`src/design/assert_macros.svh`:
```
// Assertion macros shared by the display timeout controller RTL.
// Simulation gets concurrent assertions; synthesis gets empty bodies.
`ifndef ASSERT_MACROS_SVH
`define ASSERT_MACROS_SVH
`ifndef SYNTHESIS
`define DTA_ASSERT(lbl, clk, rst_n, prop) \
    lbl: assert property (@(posedge clk) disable iff (!rst_n) prop) \
        else $error("dta assertion failed");
`define DTA_NEVER(lbl, clk, rst_n, expr) \
    lbl: assert property (@(posedge clk) disable iff (!rst_n) !(expr)) \
        else $error("dta forbidden condition seen");
`else
`define DTA_ASSERT(lbl, clk, rst_n, prop)
`define DTA_NEVER(lbl, clk, rst_n, expr)
`endif
`endif

```
`src/design/dta_pkg.sv`:
```
// Package for the display timeout controller: types, codes and constants.
// Used by every module of the block; depends on nothing.
`default_nettype none

package dta_pkg;

    localparam logic [31:0] SAMPLE_PERIOD_MS = 32'd50;
    localparam logic [31:0] SETTLE_MS        = 32'd5000;
    localparam logic [31:0] MS_PER_S         = 32'd1000;

    localparam int CFG_IDX_W  = 3;
    localparam int CFG_DATA_W = 16;

    localparam logic [CFG_IDX_W-1:0] REG_INIT_TIMEOUT = 3'd0;
    localparam logic [CFG_IDX_W-1:0] REG_MAX_TIMEOUT  = 3'd1;
    localparam logic [CFG_IDX_W-1:0] REG_INIT_BRIGHT  = 3'd2;
    localparam logic [CFG_IDX_W-1:0] REG_REPORTS_EN   = 3'd3;

    localparam logic [15:0] RST_INIT_TIMEOUT = 16'd30;
    localparam logic [15:0] RST_MAX_TIMEOUT  = 16'd3600;
    localparam logic [15:0] RST_INIT_BRIGHT  = 16'd0;
    localparam logic [31:0] RST_OFF_DELAY    = 32'd30000;

    localparam logic [1:0] MODE_IDLE    = 2'd0;
    localparam logic [1:0] MODE_TIMEOUT = 2'd1;
    localparam logic [1:0] MODE_BRIGHT  = 2'd2;

    localparam logic [2:0] KIND_T_VAL = 3'd0;
    localparam logic [2:0] KIND_T_END = 3'd1;
    localparam logic [2:0] KIND_B_VAL = 3'd2;
    localparam logic [2:0] KIND_B_END = 3'd3;
    localparam logic [2:0] KIND_OFF   = 3'd4;

    localparam int RQ_DEPTH = 4;
    localparam int RQ_AW    = 2;
    localparam int RQ_CW    = 3;

    typedef struct packed {
        logic [31:0] now_ms;
        logic [15:0] timeout_knob_pos;
        logic [15:0] brightness_knob_pos;
        logic        new_event;
    } t_item;

    typedef struct packed {
        logic [15:0] report_value;
        logic [2:0]  report_kind;
        logic        last_of_run;
    } t_result;

    // Up to two results per item; slot 1 is only used when slot 0 is.
    typedef struct packed {
        logic    valid0;
        logic    valid1;
        t_result res0;
        t_result res1;
    } t_push;

    typedef struct packed {
        logic        load;
        logic [15:0] timeout_ref;
        logic [15:0] bright_ref;
        logic [31:0] off_delay;
    } t_cfg_load;

    function automatic logic [31:0] ms_of_s(input logic [15:0] secs);
        logic [31:0] prod;
        prod = {16'd0, secs} * MS_PER_S;
        return prod;
    endfunction

endpackage

`default_nettype wire

```
`src/design/dta_cfg.sv`:
```
// Configuration registers of the display timeout controller.
// Produces the setup reload that follows a write to a timeout or brightness register; depends on dta_pkg.
`default_nettype none

module dta_cfg import dta_pkg::*; (
    input  wire logic                  i_clk,
    input  wire logic                  i_rst_n,
    input  wire logic                  i_cfg_we,
    input  wire logic [CFG_IDX_W-1:0]  i_cfg_idx,
    input  wire logic [CFG_DATA_W-1:0] i_cfg_data,
    output t_cfg_load                  o_load,
    output logic                       o_rep_en
);

    logic [15:0] r_init, n_init;
    logic [15:0] r_max, n_max;
    logic [15:0] r_bright, n_bright;
    logic        r_rep_en, n_rep_en;
    logic [15:0] want_s;

    always_comb begin
        n_init      = r_init;
        n_max       = r_max;
        n_bright    = r_bright;
        n_rep_en    = r_rep_en;
        o_load.load = 1'b0;
        if (i_cfg_we) begin
            unique case (i_cfg_idx)
                REG_INIT_TIMEOUT: begin
                    n_init      = i_cfg_data;
                    o_load.load = 1'b1;
                end
                REG_MAX_TIMEOUT: begin
                    n_max       = i_cfg_data;
                    o_load.load = 1'b1;
                end
                REG_INIT_BRIGHT: begin
                    n_bright    = i_cfg_data;
                    o_load.load = 1'b1;
                end
                REG_REPORTS_EN: begin
                    n_rep_en = i_cfg_data[0];
                end
                default: begin
                end
            endcase
        end
        // Both delays fit in 32 bits, so clamping in seconds matches clamping in ms.
        want_s             = (n_init > n_max) ? n_max : n_init;
        o_load.off_delay   = ms_of_s(want_s);
        o_load.timeout_ref = n_init;
        o_load.bright_ref  = n_bright;
    end

    always_ff @(posedge i_clk) begin
        if (!i_rst_n) begin
            r_init   <= RST_INIT_TIMEOUT;
            r_max    <= RST_MAX_TIMEOUT;
            r_bright <= RST_INIT_BRIGHT;
            r_rep_en <= 1'b1;
        end else begin
            r_init   <= n_init;
            r_max    <= n_max;
            r_bright <= n_bright;
            r_rep_en <= n_rep_en;
        end
    end

    assign o_rep_en = r_rep_en;

endmodule

`default_nettype wire

```
`src/design/dta_core.sv`:
```
// Per-item state update of the display timeout controller.
// Holds the timer, mode and knob references; depends on dta_pkg.
`default_nettype none
`include "assert_macros.svh"

module dta_core import dta_pkg::*; #(
    parameter logic [31:0] SAMPLE_MS       = SAMPLE_PERIOD_MS,
    parameter logic [31:0] SETTLE_LIMIT_MS = SETTLE_MS
) (
    input  wire logic      i_clk,
    input  wire logic      i_rst_n,
    input  wire logic      i_fire,
    input  wire t_item     i_item,
    input  wire t_cfg_load i_cfg_load,
    input  wire logic      i_rep_en,
    output t_push          o_push
);

    logic [31:0] r_last_stamp, n_last_stamp;
    logic [31:0] r_elapsed, n_elapsed;
    logic [1:0]  r_mode, n_mode;
    logic [15:0] r_tref, n_tref;
    logic [15:0] r_bref, n_bref;
    logic [31:0] r_off_delay, n_off_delay;
    logic        r_display_on, n_display_on;
    logic        r_pending, n_pending;

    logic [31:0] delta;
    logic        early;
    logic        wake;
    logic [32:0] sum_wide;
    logic [31:0] sat_sum;
    logic        t_move;
    logic        b_move;
    logic [31:0] el_mid;
    logic        have_a;
    logic        have_b;
    t_result     res_a;
    t_result     res_b;
    logic        take_wake;
    logic        wake_done;
    logic        early_hold;
    logic [65:0] hold_bits;

    assign delta    = i_item.now_ms - r_last_stamp;
    assign early    = delta < SAMPLE_MS;
    assign wake     = r_pending | i_item.new_event;
    assign sum_wide = {1'b0, r_elapsed} + {1'b0, delta};
    assign sat_sum  = sum_wide[32] ? '1 : sum_wide[31:0];
    assign t_move   = i_item.timeout_knob_pos != r_tref;
    assign b_move   = i_item.brightness_knob_pos != r_bref;
    assign take_wake = i_fire && !early && wake && !i_cfg_load.load;
    assign wake_done = r_display_on && !r_pending && r_mode == MODE_IDLE && r_elapsed == '0;
    assign early_hold = i_fire && early && !i_cfg_load.load;
    assign hold_bits  = {r_last_stamp, r_elapsed, r_mode};

    always_comb begin
        n_last_stamp = r_last_stamp;
        n_elapsed    = r_elapsed;
        n_mode       = r_mode;
        n_tref       = r_tref;
        n_bref       = r_bref;
        n_off_delay  = r_off_delay;
        n_display_on = r_display_on;
        n_pending    = r_pending;
        el_mid       = sat_sum;
        have_a       = 1'b0;
        have_b       = 1'b0;
        res_a        = '0;
        res_b        = '0;

        if (i_cfg_load.load) begin
            n_tref      = i_cfg_load.timeout_ref;
            n_bref      = i_cfg_load.bright_ref;
            n_off_delay = i_cfg_load.off_delay;
            n_mode      = MODE_IDLE;
        end else if (i_fire) begin
            if (early) begin
                // Too soon: only a wake request is remembered for later.
                n_pending = wake;
            end else begin
                n_last_stamp = i_item.now_ms;
                n_pending    = 1'b0;
                unique case (r_mode)
                    MODE_TIMEOUT: begin
                        if (t_move) begin
                            n_tref             = i_item.timeout_knob_pos;
                            el_mid             = '0;
                            have_a             = 1'b1;
                            res_a.report_value = i_item.timeout_knob_pos;
                            res_a.report_kind  = KIND_T_VAL;
                        end
                        n_elapsed = el_mid;
                        if (el_mid > SETTLE_LIMIT_MS || wake) begin
                            n_mode             = MODE_IDLE;
                            n_elapsed          = '0;
                            n_off_delay        = ms_of_s(i_item.timeout_knob_pos);
                            have_b             = 1'b1;
                            res_b.report_value = i_item.timeout_knob_pos;
                            res_b.report_kind  = KIND_T_END;
                        end
                    end
                    MODE_BRIGHT: begin
                        if (b_move) begin
                            n_bref             = i_item.brightness_knob_pos;
                            el_mid             = '0;
                            have_a             = 1'b1;
                            res_a.report_value = i_item.brightness_knob_pos;
                            res_a.report_kind  = KIND_B_VAL;
                        end
                        n_elapsed = el_mid;
                        if (el_mid > SETTLE_LIMIT_MS || wake) begin
                            n_mode             = MODE_IDLE;
                            n_elapsed          = '0;
                            have_b             = 1'b1;
                            res_b.report_value = i_item.brightness_knob_pos;
                            res_b.report_kind  = KIND_B_END;
                        end
                    end
                    default: begin
                        if (t_move) begin
                            n_mode = MODE_TIMEOUT;
                            n_tref = i_item.timeout_knob_pos;
                            el_mid = '0;
                        end else if (b_move) begin
                            n_mode = MODE_BRIGHT;
                            n_bref = i_item.brightness_knob_pos;
                            el_mid = '0;
                        end
                        n_elapsed = el_mid;
                        if (el_mid > r_off_delay && r_display_on) begin
                            // Park the timer just past the delay so it stays expired.
                            n_display_on       = 1'b0;
                            n_elapsed          = r_off_delay + SAMPLE_MS;
                            have_b             = 1'b1;
                            res_b.report_value = '0;
                            res_b.report_kind  = KIND_OFF;
                        end
                    end
                endcase
                if (wake) begin
                    n_elapsed    = '0;
                    n_display_on = 1'b1;
                    n_mode       = MODE_IDLE;
                end
            end
        end

        res_a.last_of_run = !have_b;
        res_b.last_of_run = 1'b1;
        o_push.valid0 = i_rep_en && (have_a || have_b);
        o_push.valid1 = i_rep_en && have_a && have_b;
        o_push.res0   = have_a ? res_a : res_b;
        o_push.res1   = res_b;
    end

    always_ff @(posedge i_clk) begin
        if (!i_rst_n) begin
            r_last_stamp <= '0;
            r_elapsed    <= '0;
            r_mode       <= MODE_IDLE;
            r_tref       <= RST_INIT_TIMEOUT;
            r_bref       <= RST_INIT_BRIGHT;
            r_off_delay  <= RST_OFF_DELAY;
            r_display_on <= 1'b1;
            r_pending    <= 1'b0;
        end else begin
            r_last_stamp <= n_last_stamp;
            r_elapsed    <= n_elapsed;
            r_mode       <= n_mode;
            r_tref       <= n_tref;
            r_bref       <= n_bref;
            r_off_delay  <= n_off_delay;
            r_display_on <= n_display_on;
            r_pending    <= n_pending;
        end
    end

    `DTA_ASSERT(a_wake_served, i_clk, i_rst_n, take_wake |=> wake_done)
    `DTA_ASSERT(a_early_hold, i_clk, i_rst_n, early_hold |=> $stable(hold_bits))
    `DTA_NEVER(a_quiet, i_clk, i_rst_n, !i_rep_en && o_push.valid0)
    `DTA_NEVER(a_slot_order, i_clk, i_rst_n, o_push.valid1 && !o_push.valid0)

endmodule

`default_nettype wire

```
`src/design/dta_rqueue.sv`:
```
// Result queue of the display timeout controller: takes up to two results
// a cycle and hands out one while the output is not stalled. Depends on dta_pkg.
`default_nettype none
`include "assert_macros.svh"

module dta_rqueue import dta_pkg::*; (
    input  wire logic  i_clk,
    input  wire logic  i_rst_n,
    input  wire t_push i_push,
    output logic       o_room,
    output logic       o_valid,
    input  wire logic  i_stall,
    output t_result    o_head
);

    t_result            r_mem [RQ_DEPTH];
    logic [RQ_AW-1:0]   r_wp;
    logic [RQ_AW-1:0]   r_rp;
    logic [RQ_CW-1:0]   r_count;
    logic               pop;
    logic [RQ_AW-1:0]   wp_next;
    logic [RQ_CW-1:0]   n_push;

    assign o_valid = r_count != '0;
    assign o_head  = r_mem[r_rp];
    assign pop     = o_valid && !i_stall;
    // Room for a full pair of results, without counting this cycle's pop.
    assign o_room  = r_count <= RQ_CW'(RQ_DEPTH - 2);
    assign wp_next = r_wp + 1'b1;
    assign n_push  = RQ_CW'(i_push.valid0) + RQ_CW'(i_push.valid1);

    always_ff @(posedge i_clk) begin
        if (i_push.valid0) begin
            r_mem[r_wp] <= i_push.res0;
        end
        if (i_push.valid1) begin
            r_mem[wp_next] <= i_push.res1;
        end
    end

    always_ff @(posedge i_clk) begin
        if (!i_rst_n) begin
            r_wp    <= '0;
            r_rp    <= '0;
            r_count <= '0;
        end else begin
            r_wp    <= r_wp + n_push[RQ_AW-1:0];
            r_rp    <= r_rp + RQ_AW'(pop);
            r_count <= r_count + n_push - RQ_CW'(pop);
        end
    end

    `DTA_NEVER(a_no_overflow, i_clk, i_rst_n, i_push.valid0 && !o_room)
    `DTA_NEVER(a_count_range, i_clk, i_rst_n, r_count > RQ_CW'(RQ_DEPTH))
    `DTA_ASSERT(a_stall_keeps, i_clk, i_rst_n, (o_valid && i_stall) |=> o_valid)

endmodule

`default_nettype wire

```
`src/design/display_timeout_adjust_controller_unit.sv`:
```
// Display timeout controller with two knobs: input register, per-item state update, result queue.
// An item's results pass through the input register and then the result queue before they can be taken.
// Throughput: one item per cycle while items give at most one result each and the
// output is not stalled; the four-entry result queue and its one-per-cycle read set this.
// Reset is synchronous and active low: timer cleared, display on, setup registers at defaults.
`default_nettype none

module display_timeout_adjust_controller_unit import dta_pkg::*; #(
    parameter logic [31:0] SAMPLE_MS       = SAMPLE_PERIOD_MS,
    parameter logic [31:0] SETTLE_LIMIT_MS = SETTLE_MS
) (
    input  wire logic                  i_clk,
    input  wire logic                  i_rst_n,
    input  wire logic                  i_valid,
    output logic                       o_stall,
    input  wire logic [31:0]           i_now_ms,
    input  wire logic [15:0]           i_timeout_knob_pos,
    input  wire logic [15:0]           i_brightness_knob_pos,
    input  wire logic                  i_new_event,
    output logic                       o_valid,
    input  wire logic                  i_stall,
    output logic [15:0]                o_report_value,
    output logic [2:0]                 o_report_kind,
    output logic                       o_last_of_run,
    input  wire logic                  i_cfg_we,
    input  wire logic [CFG_IDX_W-1:0]  i_cfg_idx,
    input  wire logic [CFG_DATA_W-1:0] i_cfg_data
);

    logic      r_in_valid;
    t_item     r_in;
    logic      room;
    logic      fire;
    logic      accept;
    t_cfg_load cfg_load;
    logic      rep_en;
    t_push     push;
    t_result   head;

    assign fire    = r_in_valid && room;
    assign o_stall = r_in_valid && !room;
    assign accept  = i_valid && !o_stall;

    always_ff @(posedge i_clk) begin
        if (!i_rst_n) begin
            r_in_valid <= 1'b0;
        end else if (accept || fire) begin
            r_in_valid <= accept;
        end
    end

    always_ff @(posedge i_clk) begin
        if (accept) begin
            r_in.now_ms              <= i_now_ms;
            r_in.timeout_knob_pos    <= i_timeout_knob_pos;
            r_in.brightness_knob_pos <= i_brightness_knob_pos;
            r_in.new_event           <= i_new_event;
        end
    end

    dta_cfg u_cfg (
        .i_clk      (i_clk),
        .i_rst_n    (i_rst_n),
        .i_cfg_we   (i_cfg_we),
        .i_cfg_idx  (i_cfg_idx),
        .i_cfg_data (i_cfg_data),
        .o_load     (cfg_load),
        .o_rep_en   (rep_en)
    );

    dta_core #(
        .SAMPLE_MS       (SAMPLE_MS),
        .SETTLE_LIMIT_MS (SETTLE_LIMIT_MS)
    ) u_core (
        .i_clk      (i_clk),
        .i_rst_n    (i_rst_n),
        .i_fire     (fire),
        .i_item     (r_in),
        .i_cfg_load (cfg_load),
        .i_rep_en   (rep_en),
        .o_push     (push)
    );

    dta_rqueue u_rqueue (
        .i_clk   (i_clk),
        .i_rst_n (i_rst_n),
        .i_push  (push),
        .o_room  (room),
        .o_valid (o_valid),
        .i_stall (i_stall),
        .o_head  (head)
    );

    assign o_report_value = head.report_value;
    assign o_report_kind  = head.report_kind;
    assign o_last_of_run  = head.last_of_run;

endmodule

`default_nettype wire
```
`config.mk`:
```
export PLATFORM = sky130hd
export DESIGN_NAME = display_timeout_adjust_controller_unit
export DESIGN_NICKNAME = d
export VERILOG_FILES = /design/src/design/dta_pkg.sv /design/src/design/dta_cfg.sv /design/src/design/dta_core.sv /design/src/design/dta_rqueue.sv /design/src/design/display_timeout_adjust_controller_unit.sv
export VERILOG_INCLUDE_DIRS = /design/src /design/src/design
export SDC_FILE = /design/constraint.sdc
export NUM_CORES = 1
export LEC_CHECK = 0
export BUFFER_PORTS_ARGS = -buffer_cell sky130_fd_sc_hd__buf_2
export CORE_ASPECT_RATIO = 1.5
export CORE_MARGIN = 2
export CORE_UTILIZATION = 60
export DETAILED_ROUTE_END_ITERATION = 6
export GPL_TIMING_DRIVEN = 0
export PLACE_DENSITY = 0.82
export RECOVER_POWER = 100
export SETUP_SLACK_MARGIN = 0.2
export SYNTH_ARGS = -nofsm -noshare
export SYNTH_HDL_FRONTEND = slang
export SYNTH_SLANG_ARGS = --single-unit
```
`constraint.sdc`:
```
create_clock -name i_clk -period 27.2 [get_ports i_clk]
set_input_delay 5.44 -clock i_clk [delete_from_list [all_inputs] [get_ports i_clk]]
set_output_delay 5.44 -clock i_clk [all_outputs]
set_load 0.02 [all_outputs]
```
==> results.md <==
- Status: complete, but fails checks
- Failing checks: max-capacitance violations, max-slew violations
- Row count: 92
- First-pass GRT wire length: 120,600 µm
- CP Buf/Inv Count: 7
- H-Tree Level Count: 2
- Critical Path Fanout Max: 10
- Synth async-reset ratio: 0%
- Clock Tree Buf Depth: 3
- Max Slew Vio Count: 52
- Routed via count: 21,998
- Hold Crit Class: flip-flop to flip-flop
- CTS sink count: ~330
- Max_cap viols: 2
- Area delta synth->final: 9.327%
- Number of synthesized flops with an enable pin: 141
- Detailed placement HPWL: 60,660 µm
- Worst skew pair latency: 570 ps
- RSZ-0062 raised after global routing: no
- Post-synthesis register bit count: 325
- Fillers: 3,396
- Largest net degree at the start of global routing: 29
- Clock skew: 29.91 ps
- Final hold vios: 0
- Cells after synthesis: approximately 2,700
- Post-route antenna net violation count: 0
- Flop pwr share: approximately a quarter
- Startpoint type of the worst setup path: input port
- GR Util All Layers: between 30% and 40%
- Clock power frac: 23.3%
- Starting density of the core: 60.74%
- Clk slew on worst S/H paths: 60 ps
- Drt first pass iters: 6
- Maximum vdd drop: 66.64 µV
- Die Ht: 256.2 µm
- Pwr dens: 78.93 nW/µm²
- Remaining Overflow, GRT: 0
- Hold_buf cts: 0
- Synth cell types: 92
- CTS tree: done
- Clock root buffer: clkbuf_16
- Setup TNS: 0 ps
- # IOs: ~110
- Final setup viols: 0
- Post_cts resized: 0
- Crit path max-delay family: compound AO/OA/AOI/OAI gates
- Switch share: between 40 and 50%
- Setup Buffers After CTS: 0
- Synth Flop Type: dfxtp_1
- GPL Wtd Cong: 0.9838
- Area of the multi-input gates: 16,190 µm²
- Count of input and output buffers: 110
- Yosys warning count: 0
- Worst EP arrival: 16,160 ps
- Iter 0 DRT Violations: around 1,600
- Pint: 1.287 mW
- Most common cell after layout, fill and taps aside: ha_1
- Final #Nets: 3,225
- Overall power: 2.196 mW
- DR WL/cell: 22.79 µm
- Max frequency: 63.50 MHz
- WS Path Type: input port to flip-flop
- WL final: 77,480 µm
- Post-synth top area share: 16.64%
- Syn_nets: 3,075
- Antenna violations before repair: 0
- Area contributors post-synth: edfxtp_1 17%, dfxtp_1 14%, ha_1 11%
- Sequential Area: 7918 µm²
- Via density: 6.470
- Min Tclk post-route: 15,750 ps
- Chip Width: roughly 170 µm
- Worst relative slew slack: -25.93%
- Combinational power share: between 50% and 60%
- Core Region: roughly 42,000 µm²
- Largest stage delay, worst path: roughly 1100 ps
- Post-synth top area cell: edfxtp_1
- Net Switching: 0.9089 mW
- Critical-path top delay cell: nor3_1
- Kind of capture point of the worst setup path: flip-flop
- Crit path required time: 27,610 ps
- Layout cell share with drive strength beyond 1: 7.619%
- Drt drc: 0
- Leak: 11.23 nW
- Synth Area per Inst: 9.578 µm²
- Most frequent cells in the layout: 217 x ha_1, 202 x nor2_1, 200 x inv_1
- Slew of the pin with the lowest slew margin: 1889 ps
- Total CTS buffers: 36
- Post-Syn Area: 25,450 µm²
- Vias in the first global route: 22,821
- Sequential area share after synthesis: 31.11%
- Die ar.: ~44,000 µm²
- Final critical-path share of the clock period: between 50% and 60%
[synthesized netlist by cell type, types with 6 or more instances]
library cell,n
ha_1,217
nor2_1,202
inv_1,200
dfxtp_1,184
a21oi_1,178
nand2_1,160
mux2i_1,148
edfxtp_1,141
o21ai_0,121
fa_1,112
clkbuf_1,88
nand3_1,74
xnor2_1,73
a32o_1,69
xor2_1,56
nor3_1,47
nand4_1,45
a21o_1,41
o211ai_1,41
buf_2,28
nor4_1,25
and2_1,23
a31oi_1,22
nor2b_1,22
o2111ai_1,22
mux4_2,20
and3_1,19
o21a_1,19
a211oi_1,18
a2111oi_0,16
or2_2,15
a221o_1,14
nand2b_1,13
or3_1,13
buf_1,11
a211o_1,10
o21bai_1,10
a41oi_1,9
o31ai_1,8
o2bb2ai_1,7
a22oi_1,6
o21ai_1,6
[worst paths after layout]
path | from | to | slack [ps] | depth (start not counted)
setup / recovery | i_cfg_idx[2] | u_core.r_off_delay[22]$_SDFFE_PN0P_ | 11450 | 36
hold reg to reg | u_core.r_bref[14]$_SDFFE_PN0P_ | u_core.r_bref[14]$_SDFFE_PN0P_ | 470 | 2
setup reg to reg | r_in[41]$_DFFE_PP_ | u_rqueue.r_count[2]$_SDFF_PN0_ | 14070 | 39
hold / removal | u_core.r_bref[14]$_SDFFE_PN0P_ | u_core.r_bref[14]$_SDFFE_PN0P_ | 470 | 2
[area by class of cell]
cell class              instances  area share, %
repair buffers                112          1.862
inverters                     200          2.698
clock buffers                  50          3.616
well taps                     564          2.536
clock inverters                16         0.7196
plain buffers                 133          1.916
diodes                          1       0.008994
flip-flops and latches        325          28.46
multi-input cells            1999          58.18
[tightest hold or removal path: stages, from the launching register on]
cell and delay (ps):
dfxtp_1 320, nand2_1 50, mux2i_1 50
[kinds of logic (layout without fill, tap and decap cells)]
family | Yosys count | in the layout | synth area share, %
multiplexers | 170 | 170 | 7.680
XOR/XNOR | 129 | 129 | 4.440
buffers and inverters | 333 | 511 | 5.187
AND/OR/NAND/NOR | 690 | 690 | 13.24
flip-flops | 325 | 325 | 31.11
AO/OA/AOI/OAI | 681 | 681 | 18.86
adder cells (fa/ha/maj) | 329 | 329 | 19.48
other | 0 | 1 | 0
[registers in the layout (all words and copies together) (netlist names), 23 cells and up]
name and count:
r_in 65, u_rqueue.r_mem 80, u_core.r_last_stamp 32, u_core.r_elapsed 32, u_core.r_off_delay 23
[metrics by stage]
step | hold WS, ps | std cells | instance area, µm² | worst slack, ps | util, %
final | 472.6 | 3400 | 27820 | 11450 | 66.40
after global routing | 482.6 | 3399 | 27820 | 10800 | 66.39
after CTS | 470.3 | 3399 | 27970 | 11600 | 66.74
after detailed placement | 460.4 | 3333 | 26760 | 11100 | 63.86
after global placement | 454.5 | 3331 | 26700 | 11290 | 63.73
after floorplan | 435.4 | 2657 | 25450 | 13300 | -
[power by group through the flow]
| stage | Combinational (mW) | Clock [mW] | Sequential, mW |
|---|---|---|---|
| after global placement | 1.06 | 0 | 0.581 |
| after detailed placement | 1.09 | 0 | 0.581 |
| after CTS | 1.10 | 0.513 | 0.571 |
| after floorplan | 0.845 | 0 | 0.570 |
| final | 1.11 | 0.511 | 0.572 |
| after global routing | 1.22 | 0.531 | 0.575 |
[layer usage]
metal  vias to the layer above  track usage (%)  part of all wire (%)
met5                         -                0                     0
met4                         0            26.33                   8.4
met3                       322            4.677                   6.0
met2                      1006            61.89                    50
met1                     10554            37.94                    35
li1                      10116                -                     -
Power figures use the tool's default switching activity.
